[src/sv/dqe_pkg.sv]
// Shared types and constants for the double-ended queue.
// Depends on nothing; the front end, queue, back end, top and testbench import it.
package dqe_pkg;

    localparam int WORD_W      = 32;
    localparam int QUEUE_DEPTH = 2;

    typedef enum logic [2:0] {
        CMD_PUSH_FRONT = 3'd0,
        CMD_POP_FRONT  = 3'd1,
        CMD_PUSH_BACK  = 3'd2,
        CMD_POP_BACK   = 3'd3,
        CMD_READ_ALL   = 3'd4
    } cmd_t;

    typedef enum logic [1:0] {
        ST_OK    = 2'd0,
        ST_FULL  = 2'd1,
        ST_EMPTY = 2'd2
    } status_t;

    typedef enum logic {
        FR_IDLE  = 1'b0,
        FR_SWEEP = 1'b1
    } fr_state_t;

    // Control part of one back-end operation.
    typedef struct packed {
        logic    wr;
        logic    rd;
        status_t status;
        logic    last;
    } op_ctrl_t;

endpackage

[src/sv/dqe_ram.sv]
// Generic single-write, single-read RAM with registered read data.
// Depends on nothing.
module dqe_ram #(
    parameter int WIDTH = 32,
    parameter int DEPTH = 16
) (
    input  logic                     clk,
    input  logic                     we,
    input  logic [$clog2(DEPTH)-1:0] waddr,
    input  logic [WIDTH-1:0]         wdata,
    input  logic                     re,
    input  logic [$clog2(DEPTH)-1:0] raddr,
    output logic [WIDTH-1:0]         rdata
);

    logic [WIDTH-1:0] mem [DEPTH];
    logic [WIDTH-1:0] rdata_reg;

    always_ff @(posedge clk)
    begin
        if (we)
        begin
            mem[waddr] <= wdata;
        end
        if (re)
        begin
            rdata_reg <= mem[raddr];
        end
    end

    assign rdata = rdata_reg;

endmodule

[src/sv/dqe_front.sv]
// Front end: accepts commands, keeps front index and count, issues operations.
// Depends on dqe_pkg.
module dqe_front import dqe_pkg::*; #(
    parameter int DEPTH = 16
) (
    input  logic                     clk,
    input  logic                     rst_n,
    input  logic                     start,
    input  logic [2:0]               command,
    input  logic [WORD_W-1:0]        value,
    output logic                     busy,
    input  logic                     q_full,
    output logic                     op_valid,
    output op_ctrl_t                 op_ctrl,
    output logic [$clog2(DEPTH)-1:0] op_addr,
    output logic [WORD_W-1:0]        op_wdata
);

    localparam int IW = $clog2(DEPTH);
    localparam int CW = $clog2(DEPTH + 1);
    localparam int SW = IW + 2;

    fr_state_t     state_reg, state_next;
    logic [IW-1:0] front_reg, front_next;
    logic [CW-1:0] count_reg, count_next;
    logic [CW-1:0] off_reg, off_next;
    logic [CW-1:0] off_plus;
    logic          accept;
    cmd_t          cmd;

    function automatic logic [IW-1:0] slot_of(input logic [IW-1:0] base,
                                              input logic [CW-1:0] off);
        logic [SW-1:0] s;
        s = SW'(base) + SW'(off);
        if (s >= SW'(DEPTH))
        begin
            s = s - SW'(DEPTH);
        end
        return s[IW-1:0];
    endfunction

    assign busy     = (state_reg == FR_SWEEP) || q_full;
    assign accept   = start && !busy;
    assign cmd      = cmd_t'(command);
    assign off_plus = off_reg + CW'(1);

    // Next state: a read of more than one entry sweeps the rest.
    always_comb
    begin
        state_next = state_reg;
        case (state_reg)
            FR_IDLE:
            begin
                if (accept && cmd == CMD_READ_ALL && count_reg > CW'(1))
                begin
                    state_next = FR_SWEEP;
                end
            end
            FR_SWEEP:
            begin
                if (!q_full && off_plus == count_reg)
                begin
                    state_next = FR_IDLE;
                end
            end
            default: state_next = FR_IDLE;
        endcase
    end

    always_comb
    begin
        op_valid       = 1'b0;
        op_ctrl.wr     = 1'b0;
        op_ctrl.rd     = 1'b0;
        op_ctrl.status = ST_OK;
        op_ctrl.last   = 1'b1;
        op_addr        = front_reg;
        op_wdata       = value;
        front_next     = front_reg;
        count_next     = count_reg;
        off_next       = off_reg;
        case (state_reg)
            FR_IDLE:
            begin
                if (accept)
                begin
                    case (cmd)
                        CMD_PUSH_FRONT, CMD_PUSH_BACK:
                        begin
                            op_valid = 1'b1;
                            if (count_reg == CW'(DEPTH))
                            begin
                                op_ctrl.status = ST_FULL;
                            end
                            else
                            begin
                                op_ctrl.wr = 1'b1;
                                count_next = count_reg + CW'(1);
                                if (cmd == CMD_PUSH_FRONT)
                                begin
                                    front_next = (front_reg == '0) ? IW'(DEPTH - 1)
                                                                   : front_reg - IW'(1);
                                    op_addr    = front_next;
                                end
                                else
                                begin
                                    op_addr = slot_of(front_reg, count_reg);
                                end
                            end
                        end
                        CMD_POP_FRONT, CMD_POP_BACK:
                        begin
                            op_valid = 1'b1;
                            if (count_reg == '0)
                            begin
                                op_ctrl.status = ST_EMPTY;
                            end
                            else
                            begin
                                op_ctrl.rd = 1'b1;
                                count_next = count_reg - CW'(1);
                                if (cmd == CMD_POP_FRONT)
                                begin
                                    op_addr    = front_reg;
                                    front_next = slot_of(front_reg, CW'(1));
                                end
                                else
                                begin
                                    op_addr = slot_of(front_reg, count_reg - CW'(1));
                                end
                            end
                        end
                        CMD_READ_ALL:
                        begin
                            op_valid = 1'b1;
                            if (count_reg == '0)
                            begin
                                op_ctrl.status = ST_EMPTY;
                            end
                            else
                            begin
                                op_ctrl.rd   = 1'b1;
                                op_addr      = front_reg;
                                op_ctrl.last = (count_reg == CW'(1));
                                off_next     = CW'(1);
                            end
                        end
                        default:
                        begin
                            op_valid = 1'b0;
                        end
                    endcase
                end
            end
            FR_SWEEP:
            begin
                // Advance one entry per cycle while the queue has room.
                if (!q_full)
                begin
                    op_valid     = 1'b1;
                    op_ctrl.rd   = 1'b1;
                    op_addr      = slot_of(front_reg, off_reg);
                    op_ctrl.last = (off_plus == count_reg);
                    off_next     = off_plus;
                end
            end
            default:
            begin
                op_valid = 1'b0;
            end
        endcase
    end

    always_ff @(posedge clk or negedge rst_n)
    begin
        if (!rst_n)
        begin
            state_reg <= FR_IDLE;
            front_reg <= '0;
            count_reg <= '0;
            off_reg   <= '0;
        end
        else
        begin
            state_reg <= state_next;
            front_reg <= front_next;
            count_reg <= count_next;
            off_reg   <= off_next;
        end
    end

    a_count_bound: assert property (@(posedge clk) disable iff (!rst_n)
        count_reg <= CW'(DEPTH))
        else $error("entry count beyond depth");

    a_sweep_busy: assert property (@(posedge clk) disable iff (!rst_n)
        (state_reg == FR_SWEEP) |-> (busy && off_reg < count_reg))
        else $error("sweep not holding off commands or offset out of range");

endmodule

[src/sv/dqe_queue.sv]
// Short operation queue between front end and back end.
// Depends on dqe_pkg.
module dqe_queue import dqe_pkg::*; #(
    parameter int AW = 4
) (
    input  logic              clk,
    input  logic              rst_n,
    input  logic              push,
    input  op_ctrl_t          in_ctrl,
    input  logic [AW-1:0]     in_addr,
    input  logic [WORD_W-1:0] in_wdata,
    output logic              full,
    input  logic              pop,
    output logic              out_valid,
    output op_ctrl_t          out_ctrl,
    output logic [AW-1:0]     out_addr,
    output logic [WORD_W-1:0] out_wdata
);

    localparam int PW = $clog2(QUEUE_DEPTH);
    localparam int NW = $clog2(QUEUE_DEPTH + 1);

    op_ctrl_t          ctrl_mem [QUEUE_DEPTH];
    logic [AW-1:0]     addr_mem [QUEUE_DEPTH];
    logic [WORD_W-1:0] data_mem [QUEUE_DEPTH];
    logic [PW-1:0]     wr_ptr_reg, wr_ptr_next;
    logic [PW-1:0]     rd_ptr_reg, rd_ptr_next;
    logic [NW-1:0]     cnt_reg, cnt_next;
    logic              do_pop;

    assign full      = (cnt_reg == NW'(QUEUE_DEPTH));
    assign out_valid = (cnt_reg != '0);
    assign do_pop    = pop && out_valid;
    assign out_ctrl  = ctrl_mem[rd_ptr_reg];
    assign out_addr  = addr_mem[rd_ptr_reg];
    assign out_wdata = data_mem[rd_ptr_reg];

    always_comb
    begin
        wr_ptr_next = wr_ptr_reg;
        rd_ptr_next = rd_ptr_reg;
        cnt_next    = cnt_reg;
        if (push)
        begin
            wr_ptr_next = (wr_ptr_reg == PW'(QUEUE_DEPTH - 1)) ? '0 : wr_ptr_reg + PW'(1);
        end
        if (do_pop)
        begin
            rd_ptr_next = (rd_ptr_reg == PW'(QUEUE_DEPTH - 1)) ? '0 : rd_ptr_reg + PW'(1);
        end
        if (push && !do_pop)
        begin
            cnt_next = cnt_reg + NW'(1);
        end
        else if (do_pop && !push)
        begin
            cnt_next = cnt_reg - NW'(1);
        end
    end

    always_ff @(posedge clk)
    begin
        if (push)
        begin
            ctrl_mem[wr_ptr_reg] <= in_ctrl;
            addr_mem[wr_ptr_reg] <= in_addr;
            data_mem[wr_ptr_reg] <= in_wdata;
        end
    end

    always_ff @(posedge clk or negedge rst_n)
    begin
        if (!rst_n)
        begin
            wr_ptr_reg <= '0;
            rd_ptr_reg <= '0;
            cnt_reg    <= '0;
        end
        else
        begin
            wr_ptr_reg <= wr_ptr_next;
            rd_ptr_reg <= rd_ptr_next;
            cnt_reg    <= cnt_next;
        end
    end

    a_no_overflow: assert property (@(posedge clk) disable iff (!rst_n)
        !(push && full))
        else $error("operation pushed into a full queue");

endmodule

[src/sv/dqe_back.sv]
// Back end: runs queued operations against the entry RAM and drives results.
// Depends on dqe_pkg and dqe_ram.
module dqe_back import dqe_pkg::*; #(
    parameter int DEPTH = 16
) (
    input  logic                     clk,
    input  logic                     rst_n,
    input  logic                     op_valid,
    input  op_ctrl_t                 op_ctrl,
    input  logic [$clog2(DEPTH)-1:0] op_addr,
    input  logic [WORD_W-1:0]        op_wdata,
    output logic                     op_pop,
    output logic                     strobe,
    output logic [1:0]               status,
    output logic signed [WORD_W-1:0] data,
    output logic                     last
);

    logic              strobe_reg;
    status_t           status_reg;
    logic              last_reg;
    logic              rd_reg;
    logic [WORD_W-1:0] ram_rdata;

    // Results cannot be held off, so drain one operation every cycle.
    assign op_pop = op_valid;

    dqe_ram #(
        .WIDTH (WORD_W),
        .DEPTH (DEPTH)
    ) u_ram (
        .clk   (clk),
        .we    (op_valid && op_ctrl.wr),
        .waddr (op_addr),
        .wdata (op_wdata),
        .re    (op_valid && op_ctrl.rd),
        .raddr (op_addr),
        .rdata (ram_rdata)
    );

    always_ff @(posedge clk)
    begin
        status_reg <= op_ctrl.status;
        last_reg   <= op_ctrl.last;
        rd_reg     <= op_ctrl.rd;
    end

    always_ff @(posedge clk or negedge rst_n)
    begin
        if (!rst_n)
        begin
            strobe_reg <= 1'b0;
        end
        else
        begin
            strobe_reg <= op_valid;
        end
    end

    assign strobe = strobe_reg;
    assign status = status_reg;
    assign last   = last_reg;
    assign data   = rd_reg ? signed'(ram_rdata) : '0;

    a_strobe_follows_op: assert property (@(posedge clk) disable iff (!rst_n)
        strobe_reg |-> $past(op_valid))
        else $error("result strobe without an operation behind it");

    a_data_zero: assert property (@(posedge clk) disable iff (!rst_n)
        (strobe && status != ST_OK) |-> (data == '0))
        else $error("non-zero word on a full or empty report");

endmodule

[src/sv/double_ended_queue_top.sv]
// Double-ended queue of signed words in a circular buffer. Depends on dqe_pkg, dqe_front, dqe_queue and dqe_back.
// A result strobes once its command has passed through the operation queue and the result registers.
// Push and pop each return one result; read all of n entries returns n words, front
// first, and holds busy while it sweeps the rest, one entry per cycle while the
// operation queue has room, as the entry RAM has a single read port.
// Reset clears front index and count; RAM contents stay undefined until written.
module double_ended_queue_top import dqe_pkg::*; #(
    parameter int DEPTH = 16
) (
    input  logic                     clk,
    input  logic                     rst_n,
    input  logic                     start,
    output logic                     busy,
    input  logic [2:0]               command,
    input  logic signed [WORD_W-1:0] value,
    output logic                     strobe,
    output logic [1:0]               status,
    output logic signed [WORD_W-1:0] data,
    output logic                     last
);

    localparam int AW = $clog2(DEPTH);

    logic              f_valid;
    op_ctrl_t          f_ctrl;
    logic [AW-1:0]     f_addr;
    logic [WORD_W-1:0] f_wdata;
    logic              q_full;
    logic              q_valid;
    op_ctrl_t          q_ctrl;
    logic [AW-1:0]     q_addr;
    logic [WORD_W-1:0] q_wdata;
    logic              q_pop;

    dqe_front #(
        .DEPTH (DEPTH)
    ) u_front (
        .clk      (clk),
        .rst_n    (rst_n),
        .start    (start),
        .command  (command),
        .value    ($unsigned(value)),
        .busy     (busy),
        .q_full   (q_full),
        .op_valid (f_valid),
        .op_ctrl  (f_ctrl),
        .op_addr  (f_addr),
        .op_wdata (f_wdata)
    );

    dqe_queue #(
        .AW (AW)
    ) u_queue (
        .clk       (clk),
        .rst_n     (rst_n),
        .push      (f_valid),
        .in_ctrl   (f_ctrl),
        .in_addr   (f_addr),
        .in_wdata  (f_wdata),
        .full      (q_full),
        .pop       (q_pop),
        .out_valid (q_valid),
        .out_ctrl  (q_ctrl),
        .out_addr  (q_addr),
        .out_wdata (q_wdata)
    );

    dqe_back #(
        .DEPTH (DEPTH)
    ) u_back (
        .clk      (clk),
        .rst_n    (rst_n),
        .op_valid (q_valid),
        .op_ctrl  (q_ctrl),
        .op_addr  (q_addr),
        .op_wdata (q_wdata),
        .op_pop   (q_pop),
        .strobe   (strobe),
        .status   (status),
        .data     (data),
        .last     (last)
    );

endmodule

[config.mk]
export PLATFORM = sky130hd
export DESIGN_NAME = double_ended_queue_top
export DESIGN_NICKNAME = d
export VERILOG_FILES = /design/src/sv/dqe_pkg.sv /design/src/sv/dqe_ram.sv /design/src/sv/dqe_front.sv /design/src/sv/dqe_queue.sv /design/src/sv/dqe_back.sv /design/src/sv/double_ended_queue_top.sv
export SDC_FILE = /design/constraint.sdc
export NUM_CORES = 1
export LEC_CHECK = 0
export ABC_CLOCK_PERIOD_IN_PS = 4000
export BUFFER_PORTS_ARGS = -buffer_cell sky130_fd_sc_hd__buf_2
export CAP_MARGIN = 20
export CORE_UTILIZATION = 30
export CTS_BUF_LIST = sky130_fd_sc_hd__clkbuf_2 sky130_fd_sc_hd__clkbuf_4 sky130_fd_sc_hd__clkbuf_8
export DETAILED_ROUTE_END_ITERATION = 16
export GPL_ROUTABILITY_DRIVEN = 0
export HOLD_SLACK_MARGIN = 0.12
export PLACE_DENSITY_LB_ADDON = 0.25
export SYNTH_ARGS = -nofsm -noshare
export SYNTH_HDL_FRONTEND = slang
export SYNTH_SLANG_ARGS = --single-unit
[constraint.sdc]
create_clock -name clk -period 4 [get_ports clk]
set_clock_uncertainty 0.2 [all_clocks]
set_input_delay 0.4 -clock clk [delete_from_list [all_inputs] [get_ports clk]]
set_output_delay 0.4 -clock clk [all_outputs]
set_load 0.03 [all_outputs]
After elaboration in Yosys (flattened, before gate mapping). Memory sizes are Yosys's and may differ from the RTL's. A register that Yosys moved wholly into a read port is not among the register bits. Index checks and enable logic that the tools add are counted. W data, S select, Z words.

Magnitude comparators: 5. Muxes and demuxes: 57. Bitwise logic cells: 1. Reductions and logical operators: 26. Add/subtract/negate cells: 16. Equality and inequality tests: 16.

Operator list (count): $mux W4 (15); $mux W5 (7); $mux W32 (1); $pmux W4 S2 (3); $mux W1 (20); $pmux W5 S2 (2); $sub A4 B1 Y4 const B (5); $add A4 B5 Y6 (3); $ge A6 B5 Y1 const B (3); $add A5 B1 Y5 const B (2); $logic_and A1 B1 Y1 (8); $mux W2 (4); $ne A2 B1 Y1 const B (4); $ne A2 B2 Y1 const B (4); $pmux W1 S2 (4); $reduce_and A7 Y1 (1); $eq A3 B2 Y1 const B (2); $reduce_bool A2 Y1 (3); $add A4 B1 Y5 const B (1); $eq A5 B1 Y1 const B (1); $eq A5 B5 Y1 (1); $eq A5 B5 Y1 const B (1); $ge A5 B5 Y1 const B (1); $gt A5 B1 Y1 const B (1); 19 further kinds (24).

RAM bits: 594. Bits in registers: 24. Word-level logic and storage cells: 136. Memories: 4.

Memories: u_back.u_ram.mem (words 16, width 32, rd ports 1, clocked after Yosys merged registers in 1, wr ports 1, line dqe_ram.sv:16) `logic [WIDTH-1:0] mem [DEPTH];`; u_queue.data_mem (words 2, width 32, rd ports 1, clocked after Yosys merged registers in 0, wr ports 1, line dqe_queue.sv:25) `logic [WORD_W-1:0] data_mem [QUEUE_DEPTH];`; u_queue.ctrl_mem (words 2, width 5, rd ports 1, clocked after Yosys merged registers in 0, wr ports 1, line dqe_queue.sv:23) `op_ctrl_t ctrl_mem [QUEUE_DEPTH];`; u_queue.addr_mem (words 2, width 4, rd ports 1, clocked after Yosys merged registers in 0, wr ports 1, line dqe_queue.sv:24) `logic [AW-1:0] addr_mem [QUEUE_DEPTH];`.

Depth between registers and ports, before layout.
Word-level depth: 10. Gate-level depth with buffers: 9. Mapped depth without buffers: 9.

By module. From an unflattened synthesis, not the netlist that was laid out.

Cell total of the unflattened synthesis: 1272. Area total of the unflattened synthesis: 25886.1 um2.

Modules (own cells, without submodules): dqe_ram (cells an instance 838, area each 20155.6 um2, times used 1); dqe_queue (cells an instance 144, area each 3350.7 um2, times used 1); dqe_front (cells an instance 247, area each 1999.4 um2, times used 1); dqe_back (cells an instance 43, area each 380.4 um2, times used 1).

Least setup slack after synthesis. No wires, ideal clock.

Kind: input to register. From: input command[0]. To: memory u_queue.addr_mem[0][0], enable pin. Data required time: 3.310 ns. Cell stages on the path: 4. Library setup time: 0.490 ns. Data arrival time: 3.628 ns. Path slack: -0.318 ns. Cells stage by stage: clkbuf_1 > o21ai_0 > a21oi_1 > nor3_1.

Longest elaborated chain between the ends: 7.

RTL lines: from (decl) (line double_ended_queue_top.sv:14) `input logic [2:0] command,`; $eq A3 B2 Y1 (tied with other cells) (line dqe_front.sv:87) `case (cmd)`; $reduce_or A5 Y1 (no source line) (*); $mux W1 (*) (line dqe_front.sv:87); $mux W1 (*) (line dqe_front.sv:85) `if (accept)`; $pmux W1 S2 (*) (line dqe_front.sv:82) `case (state_reg)`; $mux W1 (*) (line dqe_queue.sv:63) `if (push)`; $mux W1 (not written as such) (*) (line dqe_queue.sv:66) `addr_mem[wr_ptr_reg] <= in_addr;`; to (decl) (line dqe_queue.sv:24).

Every way passes the cells marked *; elsewhere a longest branch is shown, timed or not.

Final worst setup path.
From: register u_queue.rd_ptr_reg. To: memory u_back.u_ram.mem[4][22], enable pin.

Longest elaborated chain between the ends: 4.

RTL lines: from (decl) (line dqe_queue.sv:27) `logic [PW-1:0] rd_ptr_reg, rd_ptr_next;`; from (signal assigned) (line dqe_queue.sv:82) `rd_ptr_reg <= rd_ptr_next;`; $mem_v2 Z2 W5; $logic_and A1 B1 Y1 (line dqe_back.sv:33) `.we (op_valid && op_ctrl.wr),`; $mux W1 (line dqe_ram.sv:21) `if (we)`; $mux W1 (not written as such) (line dqe_ram.sv:23) `mem[waddr] <= wdata;`; to (decl) (line dqe_ram.sv:16).

Parallel ways exist; a longest one is shown, timed or not.

==> metrics <==
RSZ-0062 raised after global routing=no; #FFs+latches synth=650; cts hold-fix bufs=39; sequential area share after synthesis=0.764; wl on met1=26800 um; VDD IR max=0.000653 V; setup slack after layout=0.665 ns; sequential share of power=0.411; Initial Util=0.303; TritonRoute pass-1 iters=5; Antenna Nets Post-Route=0; die width=293 um; logic gate share of total power=0.365; Max-Cap Viols=0; Int Power=16.8 mW; Compound-Gate Fraction of Synth Area=0.0342; Root Driver=clkbuf_8; Setup WS pre-CTS=0.678 ns; number of post-CTS setup repair buffers=0; Clock Path Buffers=3; f_max=0.300 GHz; Post-synth EDFFs=626; I/O pin cnt=75; largest family of logic cells by synthesized area=multiplexers; syn_area_per_cell=20.4 um^2; Reg area=19400 um^2; fin crit share=0.834; post-route insts no fill=2667; total power=25.8 mW; first-pass GRT wire length=87300 um; insertion delay to the later sink of the worst-skew pair=0.71 ns; # setup viols final=0; drt wl/cell=22.1 um; placed insts=2429; final hold vios=0; dominant synthesized flop cell=edfxtp_1; Via Count=12500; Post-Syn Area=25400 um^2; Synth area leader=edfxtp_1; Buffers on Ports=74; clock power share=0.224; Synth Warn #=0; leak pwr=9.83 nW; setup slack, reg-to-reg=0.66 ns; die area=85700 um^2; post-synth net total=1300; crit-path cells=buf_4, mux2i_1, nand2_1, nor2_4, buf_12; Die Height=293 um; Post-Route WL=59100 um; Max Used Layer=met4; DRC Markers=0; DR iter-0 viols=767; multiplexer share of the synthesized area=0.135; TritonCTS Buffers=108; pwr dens=859 nW/um^2; startpoint types=flop; share of the synthesized area in the top cell type=0.741; Setup Crit Path Kind=flop to flop; post-synthesis xor/xnor area fraction=0.00932; Crit path largest cell delay=0.68 ns; Finished Core Util=0.359; Synth Instances=1243; Sw Ratio=0.350; CP Capture Type=flop; async set-reset flop share out of synthesis=0.0308; layout cells sized above 1=0.317; largest fanout on the critical path=19; row count=106; Clock H-tree levels=3; top-count cell post-synth=edfxtp_1; Final Slew Violations=0; CP arrival=3.51 ns; vias in the first global route=13300; minimum clock period=3.34 ns; met3 WL=2390 um; post-synthesis simple-gate area fraction=0.0334; Worst Path Required=4.18 ns; max reg flops=512; Vias/cell=4.68; Crit-path slowest cell=dfrtp_2; met2 wire len=28800 um; Resize count post-CTS=0; worst hold path class=input port to flop; relative slew slack=0.325; Post-Synth Adder-Cell Area=0.0103; Netlist cell types=60; CTS tree=built; fin nets=1502; GRT Total Usage=0.139; total gr overflow=0; multi-input logic area=5820 um^2; Post-synth top cells=626 x edfxtp_1, 128 x mux4_2, 65 x a22oi_1, 63 x nand2_1; Switching Power=9.02 mW; run status=finished clean; DP HPWL=33300 um; initial antenna violation count=1; # fillers=7772; setup TNS=0 ns; clk sink count=650; Core Area=83700 um^2; top cells by area, synth=edfxtp_1 74%, mux4_2 11%, dfrtp_1 2.0%; Slew @ Worst Pin=1.01 ns; Area Growth Syn to Fin=18.5%; pin count of the biggest net entering global routing=77; CTS clk-pin slew, worst paths=0.07 ns
metal layers:
layer | global-route usage | vias up
met5 | 0 | -
met4 | 0.0460 | 0
met3 | 0.0241 | 74
met2 | 0.230 | 284
met1 | 0.186 | 6627
li1 | - | 5508
stage by stage:
stage          area, um^2  hold WS (ns)
5_1_grt             30100         0.194
6_report            30100         0.235
2_1_floorplan       25400       -0.0956
3_3_place_gp        27500         0.208
3_5_place_dp        27500         0.226
4_1_cts             30000         0.163
cells by family after synthesis:
family          Yosys count
compound gates          120
xor+xnor                 27
fa+ha+maj                19
buf+inv                  75
flops                   650
mux                     177
simple gates            175
final timing paths:
kind | startpoint | to | cells past startpoint
min in group asynchronous | rst_n | u_back.strobe | 3
max | u_queue.rd_ptr_reg | u_back.u_ram.mem[4][22] | 5
min | value[18] | u_queue.data_mem[0][18] | 2
min reg2reg | u_queue.ctrl_mem[0][0] | u_back.last | 1
max in group asynchronous | rst_n | u_front.off_reg[3] | 4
max reg2reg | u_queue.rd_ptr_reg | u_back.u_ram.mem[4][22] | 5
power by group through the flow:
stage                     registers (mW)  clock network (mW)  logic, mW
final                               10.6                5.79       9.42
after global placement              10.7                   0       9.50
after floorplan                     10.5                   0       6.56
after global routing                10.7                6.25       10.2
after detailed placement            10.8                   0       9.61
after CTS                           10.6                5.99       9.68
cell type report:
class                           instances  share of cell area
Antenna cell                            1           0.0000833
Clock buffer                          153              0.0617
Clock inverter                         44             0.00949
Inverter                               14             0.00175
Multi-Input combinational cell        518               0.194
Sequential cell                       650               0.645
Tap cell                             1134              0.0472
Timing Repair Buffer                  153              0.0414
cell usage in the layout, fill, tap and decap left out, drive strengths merged, types with 4 or more instances in the layout:
master,instances
a22oi,65
mux4,128
buf,114
inv,16
mux2,40
nand2b,6
nand2,63
nand3,14
dlygate4sd3,39
edfxtp,626
clkinv,34
clkinvlp,5
a21oi,12
a31oi,4
clkbuf,153
dfrtp,20
ha,16
nor3,7
nor2,35
xor2,12
mux2i,9
dfxtp,4
xnor2,15
o21ai,15
and2,35
worst max-delay path, delay by kind of cell, from the launching register on:
| family | cells | cell delay (ns) |
|---|---|---|
| flip-flops | 1 | 0.68 |
| AND/OR/NAND/NOR | 2 | 0.93 |
| multiplexers | 1 | 0.59 |
| buffers and inverters | 2 | 0.58 |
Power figures use the tool's default switching activity.
